[src/rtl/aoop_pkg.sv]
// Shared types, constants and lookup functions for the axis-order option parser.
package aoop_pkg;

  // Result status codes
  localparam logic [1:0] ST_OK    = 2'd0;
  localparam logic [1:0] ST_PAIR  = 2'd1;
  localparam logic [1:0] ST_KEY   = 2'd2;
  localparam logic [1:0] ST_VALUE = 2'd3;

  // Axis order codes
  localparam logic [1:0] ORD_LONG_LAT = 2'd0;
  localparam logic [1:0] ORD_LAT_LONG = 2'd1;
  localparam logic [1:0] ORD_SRID     = 2'd2;

  localparam int unsigned NumCand = 3;

  localparam logic [3:0] KEY_LEN = 4'd10;
  localparam logic [3:0] POS_MAX = 4'd15;

  // Character codes
  localparam logic [7:0] CH_EQ    = 8'h3D;
  localparam logic [7:0] CH_DASH  = 8'h2D;
  localparam logic [7:0] CH_SPACE = 8'h20;

  // Per-byte classification and match flags, from the classifier to the parser
  typedef struct packed {
    logic               ws;
    logic               word;
    logic               eq;
    logic               key_ok;
    logic [NumCand-1:0] cand_ok;
  } cls_t;

  // Fold upper-case letters to lower case
  function automatic logic [7:0] fold_char(input logic [7:0] c);
    if (c >= 8'h41 && c <= 8'h5A) begin
      return c + 8'd32;
    end
    return c;
  endfunction

  // Text of the key "axis-order"
  function automatic logic [7:0] key_byte(input logic [3:0] p);
    logic [7:0] b;
    case (p)
      4'd0:    b = "a";
      4'd1:    b = "x";
      4'd2:    b = "i";
      4'd3:    b = "s";
      4'd4:    b = "-";
      4'd5:    b = "o";
      4'd6:    b = "r";
      4'd7:    b = "d";
      4'd8:    b = "e";
      4'd9:    b = "r";
      default: b = 8'h00;
    endcase
    return b;
  endfunction

  // Length of each value candidate
  function automatic logic [3:0] cand_len(input logic [1:0] k);
    logic [3:0] n;
    case (k)
      2'd0:    n = 4'd8;
      2'd1:    n = 4'd8;
      default: n = 4'd12;
    endcase
    return n;
  endfunction

  // Text of the value candidates: long-lat, lat-long, srid-defined
  function automatic logic [7:0] cand_byte(input logic [1:0] k, input logic [3:0] p);
    logic [7:0] b;
    b = 8'h00;
    case (k)
      2'd0: begin
        case (p)
          4'd0:    b = "l";
          4'd1:    b = "o";
          4'd2:    b = "n";
          4'd3:    b = "g";
          4'd4:    b = "-";
          4'd5:    b = "l";
          4'd6:    b = "a";
          4'd7:    b = "t";
          default: b = 8'h00;
        endcase
      end
      2'd1: begin
        case (p)
          4'd0:    b = "l";
          4'd1:    b = "a";
          4'd2:    b = "t";
          4'd3:    b = "-";
          4'd4:    b = "l";
          4'd5:    b = "o";
          4'd6:    b = "n";
          4'd7:    b = "g";
          default: b = 8'h00;
        endcase
      end
      default: begin
        case (p)
          4'd0:    b = "s";
          4'd1:    b = "r";
          4'd2:    b = "i";
          4'd3:    b = "d";
          4'd4:    b = "-";
          4'd5:    b = "d";
          4'd6:    b = "e";
          4'd7:    b = "f";
          4'd8:    b = "i";
          4'd9:    b = "n";
          4'd10:   b = "e";
          4'd11:   b = "d";
          default: b = 8'h00;
        endcase
      end
    endcase
    return b;
  endfunction

endpackage

[src/rtl/aoop_classify.sv]
// Byte classifier: whitespace, word and '=' tests plus key and candidate matches.
module aoop_classify import aoop_pkg::*; (
  input  logic [7:0] char_code_i,
  input  logic [3:0] key_pos_i,
  input  logic [3:0] val_len_i,
  output cls_t       cls_o
);

  logic [7:0] folded;

  assign folded = fold_char(char_code_i);

  // Classify the byte and compare it against the expected key and value letters
  always_comb begin
    cls_o.ws     = (char_code_i >= 8'd9 && char_code_i <= 8'd13) || (char_code_i == CH_SPACE);
    cls_o.word   = (folded >= 8'h61 && folded <= 8'h7A) || (char_code_i == CH_DASH);
    cls_o.eq     = (char_code_i == CH_EQ);
    cls_o.key_ok = (key_pos_i < KEY_LEN) && (folded == key_byte(key_pos_i));
    for (int k = 0; k < NumCand; k++) begin
      cls_o.cand_ok[k] = (val_len_i < cand_len(2'(k))) &&
                         (folded == cand_byte(2'(k), val_len_i));
    end
  end

endmodule

[src/rtl/aoop_parse.sv]
// Parse state machine: phase, key and value match tracking, end-of-string result.
module aoop_parse import aoop_pkg::*; (
  input  logic       clk_i,
  input  logic       rst_ni,
  input  logic       adv_i,
  input  logic       last_char_i,
  input  logic       empty_string_i,
  input  cls_t       cls_i,
  output logic [3:0] key_pos_o,
  output logic [3:0] val_len_o,
  output logic       res_valid_o,
  output logic [1:0] res_status_o,
  output logic [1:0] res_order_o
);

  typedef enum logic [2:0] {
    PH_LEAD, PH_KEY, PH_PREEQ, PH_POSTEQ, PH_VALUE, PH_TAIL, PH_ERR
  } phase_e;

  phase_e             phase_q, phase_d;
  logic [3:0]         key_pos_q, key_pos_d;
  logic               key_mm_q, key_mm_d;
  logic [3:0]         val_len_q, val_len_d;
  logic [NumCand-1:0] cand_q, cand_d;
  logic [1:0]         err_q, err_d;
  logic               str_end;

  assign key_pos_o   = key_pos_q;
  assign val_len_o   = val_len_q;
  assign str_end     = empty_string_i || last_char_i;
  assign res_valid_o = str_end;

  // Advance the parse with the current byte
  always_comb begin
    phase_d   = phase_q;
    key_pos_d = key_pos_q;
    key_mm_d  = key_mm_q;
    val_len_d = val_len_q;
    cand_d    = cand_q;
    err_d     = err_q;
    if (!empty_string_i) begin
      case (phase_q)
        PH_LEAD: begin
          if (cls_i.ws) begin
            phase_d = PH_LEAD;
          end else if (cls_i.word) begin
            phase_d = PH_KEY;
            if (!cls_i.key_ok) key_mm_d = 1'b1;
            if (key_pos_q != POS_MAX) key_pos_d = key_pos_q + 4'd1;
          end else begin
            phase_d = PH_ERR;
            err_d   = ST_PAIR;
          end
        end
        PH_KEY: begin
          if (cls_i.word) begin
            if (!cls_i.key_ok) key_mm_d = 1'b1;
            if (key_pos_q != POS_MAX) key_pos_d = key_pos_q + 4'd1;
          end else if (key_mm_q || key_pos_q != KEY_LEN) begin
            phase_d = PH_ERR;
            err_d   = ST_KEY;
          end else if (cls_i.ws) begin
            phase_d = PH_PREEQ;
          end else if (cls_i.eq) begin
            phase_d = PH_POSTEQ;
          end else begin
            phase_d = PH_ERR;
            err_d   = ST_PAIR;
          end
        end
        PH_PREEQ: begin
          if (cls_i.eq) begin
            phase_d = PH_POSTEQ;
          end else if (!cls_i.ws) begin
            phase_d = PH_ERR;
            err_d   = ST_PAIR;
          end
        end
        PH_POSTEQ: begin
          if (cls_i.ws) begin
            phase_d = PH_POSTEQ;
          end else if (cls_i.word) begin
            phase_d = PH_VALUE;
            cand_d  = cand_q & cls_i.cand_ok;
            if (val_len_q != POS_MAX) val_len_d = val_len_q + 4'd1;
          end else begin
            phase_d = PH_ERR;
            err_d   = ST_PAIR;
          end
        end
        PH_VALUE: begin
          if (cls_i.word) begin
            cand_d = cand_q & cls_i.cand_ok;
            if (val_len_q != POS_MAX) val_len_d = val_len_q + 4'd1;
          end else if (cls_i.ws) begin
            phase_d = PH_TAIL;
          end else begin
            phase_d = PH_ERR;
            err_d   = ST_VALUE;
          end
        end
        PH_TAIL: begin
          if (!cls_i.ws) begin
            phase_d = PH_ERR;
            err_d   = ST_VALUE;
          end
        end
        default: begin
          phase_d = phase_q;
        end
      endcase
    end
  end

  // Form the result from the state after this byte
  always_comb begin
    res_status_o = ST_OK;
    res_order_o  = ORD_LONG_LAT;
    case (phase_d)
      PH_LEAD: begin
        res_order_o = ORD_SRID;
      end
      PH_KEY, PH_PREEQ, PH_POSTEQ: begin
        res_status_o = ST_PAIR;
      end
      PH_VALUE, PH_TAIL: begin
        if (cand_d[0] && val_len_d == cand_len(2'd0)) begin
          res_order_o = ORD_LONG_LAT;
        end else if (cand_d[1] && val_len_d == cand_len(2'd1)) begin
          res_order_o = ORD_LAT_LONG;
        end else if (cand_d[2] && val_len_d == cand_len(2'd2)) begin
          res_order_o = ORD_SRID;
        end else begin
          res_status_o = ST_VALUE;
        end
      end
      default: begin
        res_status_o = (err_d == ST_OK) ? ST_PAIR : err_d;
      end
    endcase
  end

  // Hold parse state; return to the start state when a string ends
  always_ff @(posedge clk_i or negedge rst_ni) begin
    if (!rst_ni) begin
      phase_q   <= PH_LEAD;
      key_pos_q <= '0;
      key_mm_q  <= 1'b0;
      val_len_q <= '0;
      cand_q    <= '1;
      err_q     <= ST_OK;
    end else if (adv_i) begin
      if (str_end) begin
        phase_q   <= PH_LEAD;
        key_pos_q <= '0;
        key_mm_q  <= 1'b0;
        val_len_q <= '0;
        cand_q    <= '1;
        err_q     <= ST_OK;
      end else begin
        phase_q   <= phase_d;
        key_pos_q <= key_pos_d;
        key_mm_q  <= key_mm_d;
        val_len_q <= val_len_d;
        cand_q    <= cand_d;
        err_q     <= err_d;
      end
    end
  end

endmodule

[src/rtl/axis_order_option_parser.sv]
// Top level: input register, byte classifier, parse state and result register.
// A result passes through the input register and then the result register before it is valid on the output.
// Throughput: one byte per cycle, unless a string's result waits on a full output register.
// The input register advances unless its item ends a string while a result still waits.
// Reset (rst_ni low, asynchronous) empties both registers and returns the parse
// to the leading-whitespace phase with all value candidates live.
module axis_order_option_parser import aoop_pkg::*; (
  input  logic       clk_i,
  input  logic       rst_ni,
  input  logic       in_valid_i,
  output logic       in_ready_o,
  input  logic [7:0] char_code_i,
  input  logic       last_char_i,
  input  logic       empty_string_i,
  output logic       out_valid_o,
  input  logic       out_ready_i,
  output logic [1:0] status_o,
  output logic [1:0] order_sel_o
);

  logic       s1_valid_q;
  logic [7:0] s1_char_q;
  logic       s1_last_q;
  logic       s1_empty_q;
  logic       s1_adv;
  logic       out_free;

  logic       out_valid_q;
  logic [1:0] status_q;
  logic [1:0] order_q;

  cls_t       cls;
  logic [3:0] key_pos;
  logic [3:0] val_len;
  logic       res_valid;
  logic [1:0] res_status;
  logic [1:0] res_order;

  // Advance the held item unless its result would land on a full output register
  assign out_free   = !out_valid_q || out_ready_i;
  assign s1_adv     = s1_valid_q && (!res_valid || out_free);
  assign in_ready_o = !s1_valid_q || s1_adv;

  // Hold the input item
  always_ff @(posedge clk_i or negedge rst_ni) begin
    if (!rst_ni) begin
      s1_valid_q <= 1'b0;
    end else if (in_ready_o) begin
      s1_valid_q <= in_valid_i;
    end
  end

  always_ff @(posedge clk_i) begin
    if (in_ready_o && in_valid_i) begin
      s1_char_q  <= char_code_i;
      s1_last_q  <= last_char_i;
      s1_empty_q <= empty_string_i;
    end
  end

  aoop_classify u_classify (
    .char_code_i (s1_char_q),
    .key_pos_i   (key_pos),
    .val_len_i   (val_len),
    .cls_o       (cls)
  );

  aoop_parse u_parse (
    .clk_i          (clk_i),
    .rst_ni         (rst_ni),
    .adv_i          (s1_adv),
    .last_char_i    (s1_last_q),
    .empty_string_i (s1_empty_q),
    .cls_i          (cls),
    .key_pos_o      (key_pos),
    .val_len_o      (val_len),
    .res_valid_o    (res_valid),
    .res_status_o   (res_status),
    .res_order_o    (res_order)
  );

  // Load a result when a string ends; drop the valid once it is taken
  always_ff @(posedge clk_i or negedge rst_ni) begin
    if (!rst_ni) begin
      out_valid_q <= 1'b0;
    end else if (s1_adv && res_valid) begin
      out_valid_q <= 1'b1;
    end else if (out_ready_i) begin
      out_valid_q <= 1'b0;
    end
  end

  always_ff @(posedge clk_i) begin
    if (s1_adv && res_valid) begin
      status_q <= res_status;
      order_q  <= (res_status == ST_OK) ? res_order : ORD_LONG_LAT;
    end
  end

  assign out_valid_o = out_valid_q;
  assign status_o    = status_q;
  assign order_sel_o = order_q;

endmodule
[config.mk]
export PLATFORM = sky130hd
export DESIGN_NAME = axis_order_option_parser
export DESIGN_NICKNAME = d
export VERILOG_FILES = /design/src/rtl/aoop_pkg.sv /design/src/rtl/aoop_classify.sv /design/src/rtl/aoop_parse.sv /design/src/rtl/axis_order_option_parser.sv
export SDC_FILE = /design/constraint.sdc
export NUM_CORES = 1
export LEC_CHECK = 0
export BUFFER_PORTS_ARGS = -buffer_cell sky130_fd_sc_hd__buf_4
export CAP_MARGIN = 20
export CORE_ASPECT_RATIO = 1.4
export CORE_MARGIN = 2
export CORE_UTILIZATION = 35
export DETAILED_ROUTE_END_ITERATION = 8
export SLEW_MARGIN = 20
export SYNTH_ARGS = -nofsm -noshare
export SYNTH_HDL_FRONTEND = slang
export SYNTH_SLANG_ARGS = --single-unit
[constraint.sdc]
create_clock -name clk_i -period 3.8 [get_ports clk_i]
set_clock_uncertainty 0.2 [all_clocks]
set_input_delay 0.38 -clock clk_i [delete_from_list [all_inputs] [get_ports clk_i]]
set_output_delay 0.38 -clock clk_i [all_outputs]
set_load 0.05 [all_outputs]
==> metrics, run 1 <==
global route overflow 0; CP Class flop to flop; post-synth cell types 76; Tot Pwr 1170 uW; register bit total from synthesis 33; # clock sinks 33; final antenna-violating net count 0; Die H 114 um; Static Leakage ~0.0013 uW; number of synthesized flops with an enable pin 14; synthesized cell area 0.00300 mm2; Reg clk slew, reported paths 0.05 ns; Final Slew Violations 0; final setup TNS 0 ns; routed length on met3 roughly 200 um; Core ar. 0.00846 mm2; initial antenna violation count 0; starting density of the core 0.355; DRC 0; worst-margin pin slew 0.873 ns; dpl hpwl 5.81 mm; Worst setup SP type flop; post-synth top area share 0.140; Met2 Routed Length 4.02 mm; IO Port Bufs 19; vias in the first global route about 2.7k; Hold Crit Start last_char_i; synth top area cells edfxtp_1 14%, dfrtp_1 13%, ha_1 7.1%, nand2_1 4.3%, o21ai_0 4.0%; PD cells 348 mW/mm2; Vias/cell between 5 and 6; final setup violation count 0; Synth area leader edfxtp_1; most common cell in the netlist nand2_1; diode count 0; Cell Rows 40; Fin. Hold Viols 0; max cap viols 0; worst skew pair latency 0.28 ns; 1st-iter DRT viols just over 200; largest fanout on the critical path 10; largest net degree at the start of global routing 28; Synth top cells by count 34 x nand2_1, 31 x nor2_1, 24 x o21ai_0; RePlAce Congestion 0.890; die area a little over 0.009 mm2; met1 WL 3.10 mm; synthesized net count 390; Final min period 3.44 ns; hold path cells 1; sequential fraction of the synthesis area 0.300; Post-Route WL 7.71 mm; fin crit share 0.904; yosys warns 0; final core occ 0.399; IR drop worst, VDD 0.171 mV; Syn Area/Cell about 8.4 um2; FF-to-FF Start u_parse.val_len_o[0]$_DFFE_PN0P_; Clock Path Buffers 2; uppermost layer routed met4; share of post-route cells with drive strength above 1 0.136; R2R Path End order_sel_o[1]$_SDFFCE_PP0P_; R2R cell count 10; drt wl/cell ~16 um; unrepaired setup endpoints after global routing false; Main synth FF type dfrtp_1; Layout Nets 398; clock root cell clkbuf_16; GRT Resource Usage Total 0.178; fmax 291 MHz; Slew HR 0.414; worst min-delay path class input port to flop; TritonRoute pass-1 iters 4; CP Capture Type flop; Reg2Reg Setup Slack 0.36 ns; Required @ worst endpoint 3.71 ns; wire length of the first global-routing pass 12.8 mm; TritonCTS clock tree built; H-tree depth 2; die width 82.2 um; Async SR Flop Fraction 0.576; Worst Hold Endpoint s1_last_q$_DFFE_PP_; status finished clean; Syn Inst Count 359; Worst Path Arrival 3.35 ns; synthesis-to-finish area growth 12.5%; I/O pin cnt 20; CTS Buf Count 5; Vias 2742
[report_power, final]
part	switching [uW]	leakage [uW]	internal (uW)
Sequential	57.7	0.000380	407
Combinational	174	0.000818	121
Clock	139	0.0000799	277
Total	371	0.00128	804
[logic make-up after synthesis]
group / Yosys count / share of synthesized area
fa+ha+maj: 17 / 0.0709
mux: 5 / 0.0213
simple gates: 145 / 0.260
xor+xnor: 16 / 0.0467
flops: 33 / 0.300
compound gates: 104 / 0.248
buf+inv: 39 / 0.0534
[cells in the final DEF, fill, tap and decap left out, drive strengths merged, types with 4 or more instances in the layout]
cell type / Yosys / routed
nand2: 34 / 34
nor2: 32 / 32
o21ai: 30 / 30
buf: 6 / 24
a21oi: 19 / 19
ha: 17 / 17
dfrtp: 16 / 16
nand3: 15 / 15
inv: 14 / 14
edfxtp: 14 / 14
xnor2: 12 / 12
nand2b: 8 / 8
nor3: 8 / 8
o22ai: 8 / 8
or3: 8 / 8
clkbuf: 18 / 7
a211oi: 6 / 6
nor2b: 6 / 6
o211ai: 5 / 5
and2: 5 / 5
nor4: 5 / 5
and3: 4 / 4
xor2: 4 / 4
[sequential cells by signal (all words and copies together) (netlist names)]
| signal | cells |
|---|---|
| order_sel_o | 2 |
| out_valid_o | 1 |
| s1_char_q | 8 |
| s1_empty_q | 1 |
| s1_last_q | 1 |
| s1_valid_q | 1 |
| status_o | 2 |
| u_parse.cand_q | 3 |
| u_parse.err_q | 2 |
| u_parse.key_mm_q | 1 |
| u_parse.key_pos_o | 4 |
| u_parse.phase_q | 3 |
| u_parse.val_len_o | 4 |
[worst max-delay path by stage]
stage	from	endpoint	slack, ns	depth (start not counted)
detailed placement	u_parse.val_len_o[0]$_DFFE_PN0P_	order_sel_o[1]$_SDFFCE_PP0P_	0.45	9
floorplan	u_parse.val_len_o[0]$_DFFE_PN0P_	order_sel_o[1]$_SDFFCE_PP0P_	0.92	11
CTS	u_parse.val_len_o[0]$_DFFE_PN0P_	order_sel_o[1]$_SDFFCE_PP0P_	0.43	9
global route	u_parse.val_len_o[0]$_DFFE_PN0P_	order_sel_o[1]$_SDFFCE_PP0P_	0.04	10
global placement	u_parse.val_len_o[0]$_DFFE_PN0P_	order_sel_o[1]$_SDFFCE_PP0P_	0.41	9
finish	u_parse.val_len_o[0]$_DFFE_PN0P_	order_sel_o[1]$_SDFFCE_PP0P_	0.36	10
[stage by stage]
step                      hold WS [ns]  instance area [um2]  worst slack, ns  std cells
after floorplan                 -0.116                 3000            0.916        359
after global placement          0.0815                 3210            0.412        464
after detailed placement        0.0777                 3210            0.447        464
after CTS                       0.0723                 3370            0.429        473
after global routing            0.0701                 3370           0.0444        473
final                           0.0774                 3370            0.363        473
[metal layers]
metal	global-route usage	up-vias
met5	0	-
met4	0.104	0
met3	0.0245	27
met2	0.306	58
met1	0.204	1311
li1	-	1346
[cell type report]
class,count,area [um2]
clock buffer,7,153
multi-input combinational,287,1940
inverter,15,56.3
sequential,33,900
tap,105,131
timing repair buffer,25,190
fill,869,5080
clock inverter,1,5.00
[timing repair]
| action | in CTS | in global routing |
|---|---|---|
| hold buffers | 1 | 0 |
| endpoints found under the setup margin | 0 | 0 |
| buffers inserted | 0 | 0 |
| hold endpoints to repair | 16 | 0 |
| resized for setup | 0 | 0 |
[critical path, stage by stage, from the launching register on]
cell and delay, ns:
dfrtp_1 0.54, inv_1 0.21, ha_1 0.30, mux2_1 0.29, o21ai_0 0.27, xnor2_1 0.12, a2111oi_0 0.41, a31o_2 0.27
nand3_1 0.10, or3_1 0.38, a21oi_1 0.19
No activity file was read; power rests on OpenSTA's default activity.
==> run 2, diff against run 1 <==
- CELL_PAD_IN_SITES_DETAIL_PLACEMENT: not set -> 1
- CELL_PAD_IN_SITES_GLOBAL_PLACEMENT: not set -> 1
- PLACE_DENSITY_LB_ADDON: not set -> 0.1
- clock period: 3.8 -> 3.6 ns (I/O delays scaled with it)
==> run 2 against run 1 <==
Compared with the run above: cell count increased by 1.5%; via count grew 2.5%; setup slack worse by 0.071 ns; wire length rose by 15%; critical path type unchanged; largest cell class unchanged.
==> metrics, run 2 (synthesized netlist as in run 1, its figures left out) <==
Final Slew Violations 0 (unchanged); DRC 0 (unchanged); largest fanout on the critical path 9 (was 10); grt met1 use 0.245 (was 0.204); final antenna-violating net count 0 (unchanged); CP Capture Type flop (unchanged); met2 Use GR 0.356 (was 0.306); initial antenna violation count 0 (unchanged); Required @ worst endpoint 3.42 ns (was 3.71 ns); I/O pin cnt 20 (unchanged); status finished clean (unchanged); fin crit share 0.919 (was 0.904); synthesis-to-finish area growth 13.9% (was 12.5%); 1st-iter DRT viols 119 (was 202); worst skew pair latency 0.28 ns (about the same); IO Port Bufs 19 (unchanged); Cell Rows 40 (unchanged); Reg clk slew, reported paths 0.05 ns (about the same); wire length of the first global-routing pass 14.7 mm (was 12.8 mm); dpl ws 0.238 ns (was 0.447 ns); Worst setup SP type flop (unchanged); drt wl/cell 18.5 um (was 16.3 um); TritonCTS clock tree built (unchanged); Most Crowded Layer GR met2 (unchanged); H-tree depth 2 (unchanged); IR drop worst, VDD 0.182 mV (was 0.171 mV); NetSw 407 uW (was 371 uW); clock root cell clkbuf_16 (unchanged); global route overflow 0 (unchanged); Vias 2811 (was 2742); Clock Path Buffers 2 (unchanged); GRT Resource Usage Total 0.205 (was 0.178); Combinational Power Share 0.268 (was 0.251); final setup violation count 0 (unchanged); largest net degree at the start of global routing 28 (unchanged); Die H 114 um (unchanged); max cap viols 0 (unchanged); switching portion of total power 0.326 (was 0.316); commonest non-fill, non-tap cell in the layout nand2_1 (unchanged); internal power 839 uW (was 804 uW); Post CTS Setup Buffer Count 0 (unchanged); Slew HR 0.467 (was 0.414); Worst Path Arrival 3.13 ns (was 3.35 ns); CP max-delay cell nor4_4 (was dfrtp_1); Clk pwr share 0.346 (was 0.354); Fin. Hold Viols 0 (unchanged); Layout Nets 405 (was 398); worst min-delay path class input port to flop (unchanged); # clock sinks 33 (unchanged); Cell Chain, Critical Path ha_1 -> nor4b_2 -> o21ai_1 -> nor4_4 -> nor2_2 -> and3_1 -> a211oi_1 -> nor4b_1 -> a211oi_1 (was inv_1 -> ha_1 -> mux2_1 -> o21ai_0 -> xnor2_1 -> a2111oi_0 -> a31o_2 -> nand3_1 -> or3_1 -> a21oi_1); CP Class flop to flop (unchanged); share of post-route cells with drive strength above 1 0.147 (was 0.136); diode count 0 (unchanged); Core ar. 0.00846 mm2 (unchanged); Biggest register s1_char_q (unchanged); met3 Resource Use GR 0.0316 (was 0.0245); Post-Route WL 8.87 mm (was 7.71 mm); final setup TNS 0 ns (unchanged); fmax 302 MHz (was 291 MHz); most frequent CP cell a211oi_1; Vias/cell 5.86 (was 5.80); worst-margin pin slew 0.799 ns (was 0.873 ns); Final min period 3.31 ns (was 3.44 ns); CTS Buf Count 5 (unchanged); PD cells 365 mW/mm2 (was 348 mW/mm2); Static Leakage 0.00130 uW (was 0.00128 uW); dpl hpwl 6.75 mm (was 5.81 mm); unrepaired setup endpoints after global routing false (unchanged); final worst setup slack 0.292 ns (was 0.363 ns); die width 82.2 um (unchanged); TritonRoute pass-1 iters 4 (unchanged); Sequential Power Share 0.386 (was 0.395); die area 0.00934 mm2 (unchanged); vias in the first global route 2933 (was 2655); Largest register FFs 8 (unchanged); most frequent cells in the layout 34 x nand2_1, 31 x nor2_1, 31 x buf_4 (was 34 x nand2_1, 31 x nor2_1, 24 x o21ai_0, 24 x buf_4, 18 x a21oi_1); RePlAce Congestion 0.864 (was 0.890); CP max stage delay 0.52 ns (was 0.54 ns); starting density of the core 0.355 (unchanged)
==> run 2: cell types whose count changed in the layout (fill, tap and decap cells not counted), sizes merged <==
cell / change
clkbuf: +1
buf: +7
clkinv: -1
==> run 2: path summary, 6_finish.rpt <==
check	startpoint	depth (start not counted)	to	slack (ns)
max in group asynchronous	rst_ni	2	u_parse.cand_q[0]$_DFFE_PN1P_	2.62
max reg2reg	s1_char_q[6]$_DFFE_PP_	9	status_o[0]$_DFFE_PP_	0.29
max	s1_char_q[6]$_DFFE_PP_	9	status_o[0]$_DFFE_PP_	0.29
min in group asynchronous	rst_ni	2	u_parse.val_len_o[3]$_DFFE_PN0P_	0.30
min reg2reg	u_parse.key_mm_q$_DFFE_PN0P_	2	u_parse.key_mm_q$_DFFE_PN0P_	0.30
min	char_code_i[0]	1	s1_char_q[0]$_DFFE_PP_	0.05
==> run 2: per-layer routing <==
metal  share of wire  wire, um  up-vias
li1                -         -     1357
met1            0.43      3810     1398
met2            0.52      4620       41
met3           0.023       204       15
met4           0.026       230        0
met5               0         0        -
==> run 2: worst max-delay path, delay by kind of cell, from the launching register on <==
family	cells	cell delay, ns
and+or+nand+nor	5	1.52
AOI/OAI and AO/OA	3	0.56
DFF	1	0.51
adders and majority gates	1	0.25
==> run 2: power groups by stage <==
stage,Sequential [uW],Combinational (uW),Clock [uW]
after floorplan,481,231,0
after global placement,486,331,0
after detailed placement,487,333,0
after CTS,480,336,442
after global routing,486,371,458
final,481,334,431
==> run 2: what timing repair did <==
item	4_1_cts	5_1_grt
hold buffers	1	0
gates resized for setup	0	1
endpoints found under the hold margin	16	0
setup endpoints to repair	0	1
==> run 2: final cells by class <==
type                       instances  area, um2
sequential                        33        900
clock buffer                       8        146
fill                            1010       5040
inverter                          15       56.3
multi-input combinational        287       1940
tap                              105        131
timing repair buffer              32        243
==> run 2: metrics by stage <==
step	power [uW]	area (um2)	std cells	hold WS [ns]	utilization
2_1_floorplan	712	3000	359	-0.136	-
3_3_place_gp	818	3260	471	0.0561	0.385
3_5_place_dp	819	3260	471	0.0592	0.385
4_1_cts	1260	3420	480	0.0465	0.404
5_1_grt	1320	3420	480	0.0437	0.404
6_report	1250	3420	480	0.0516	0.404
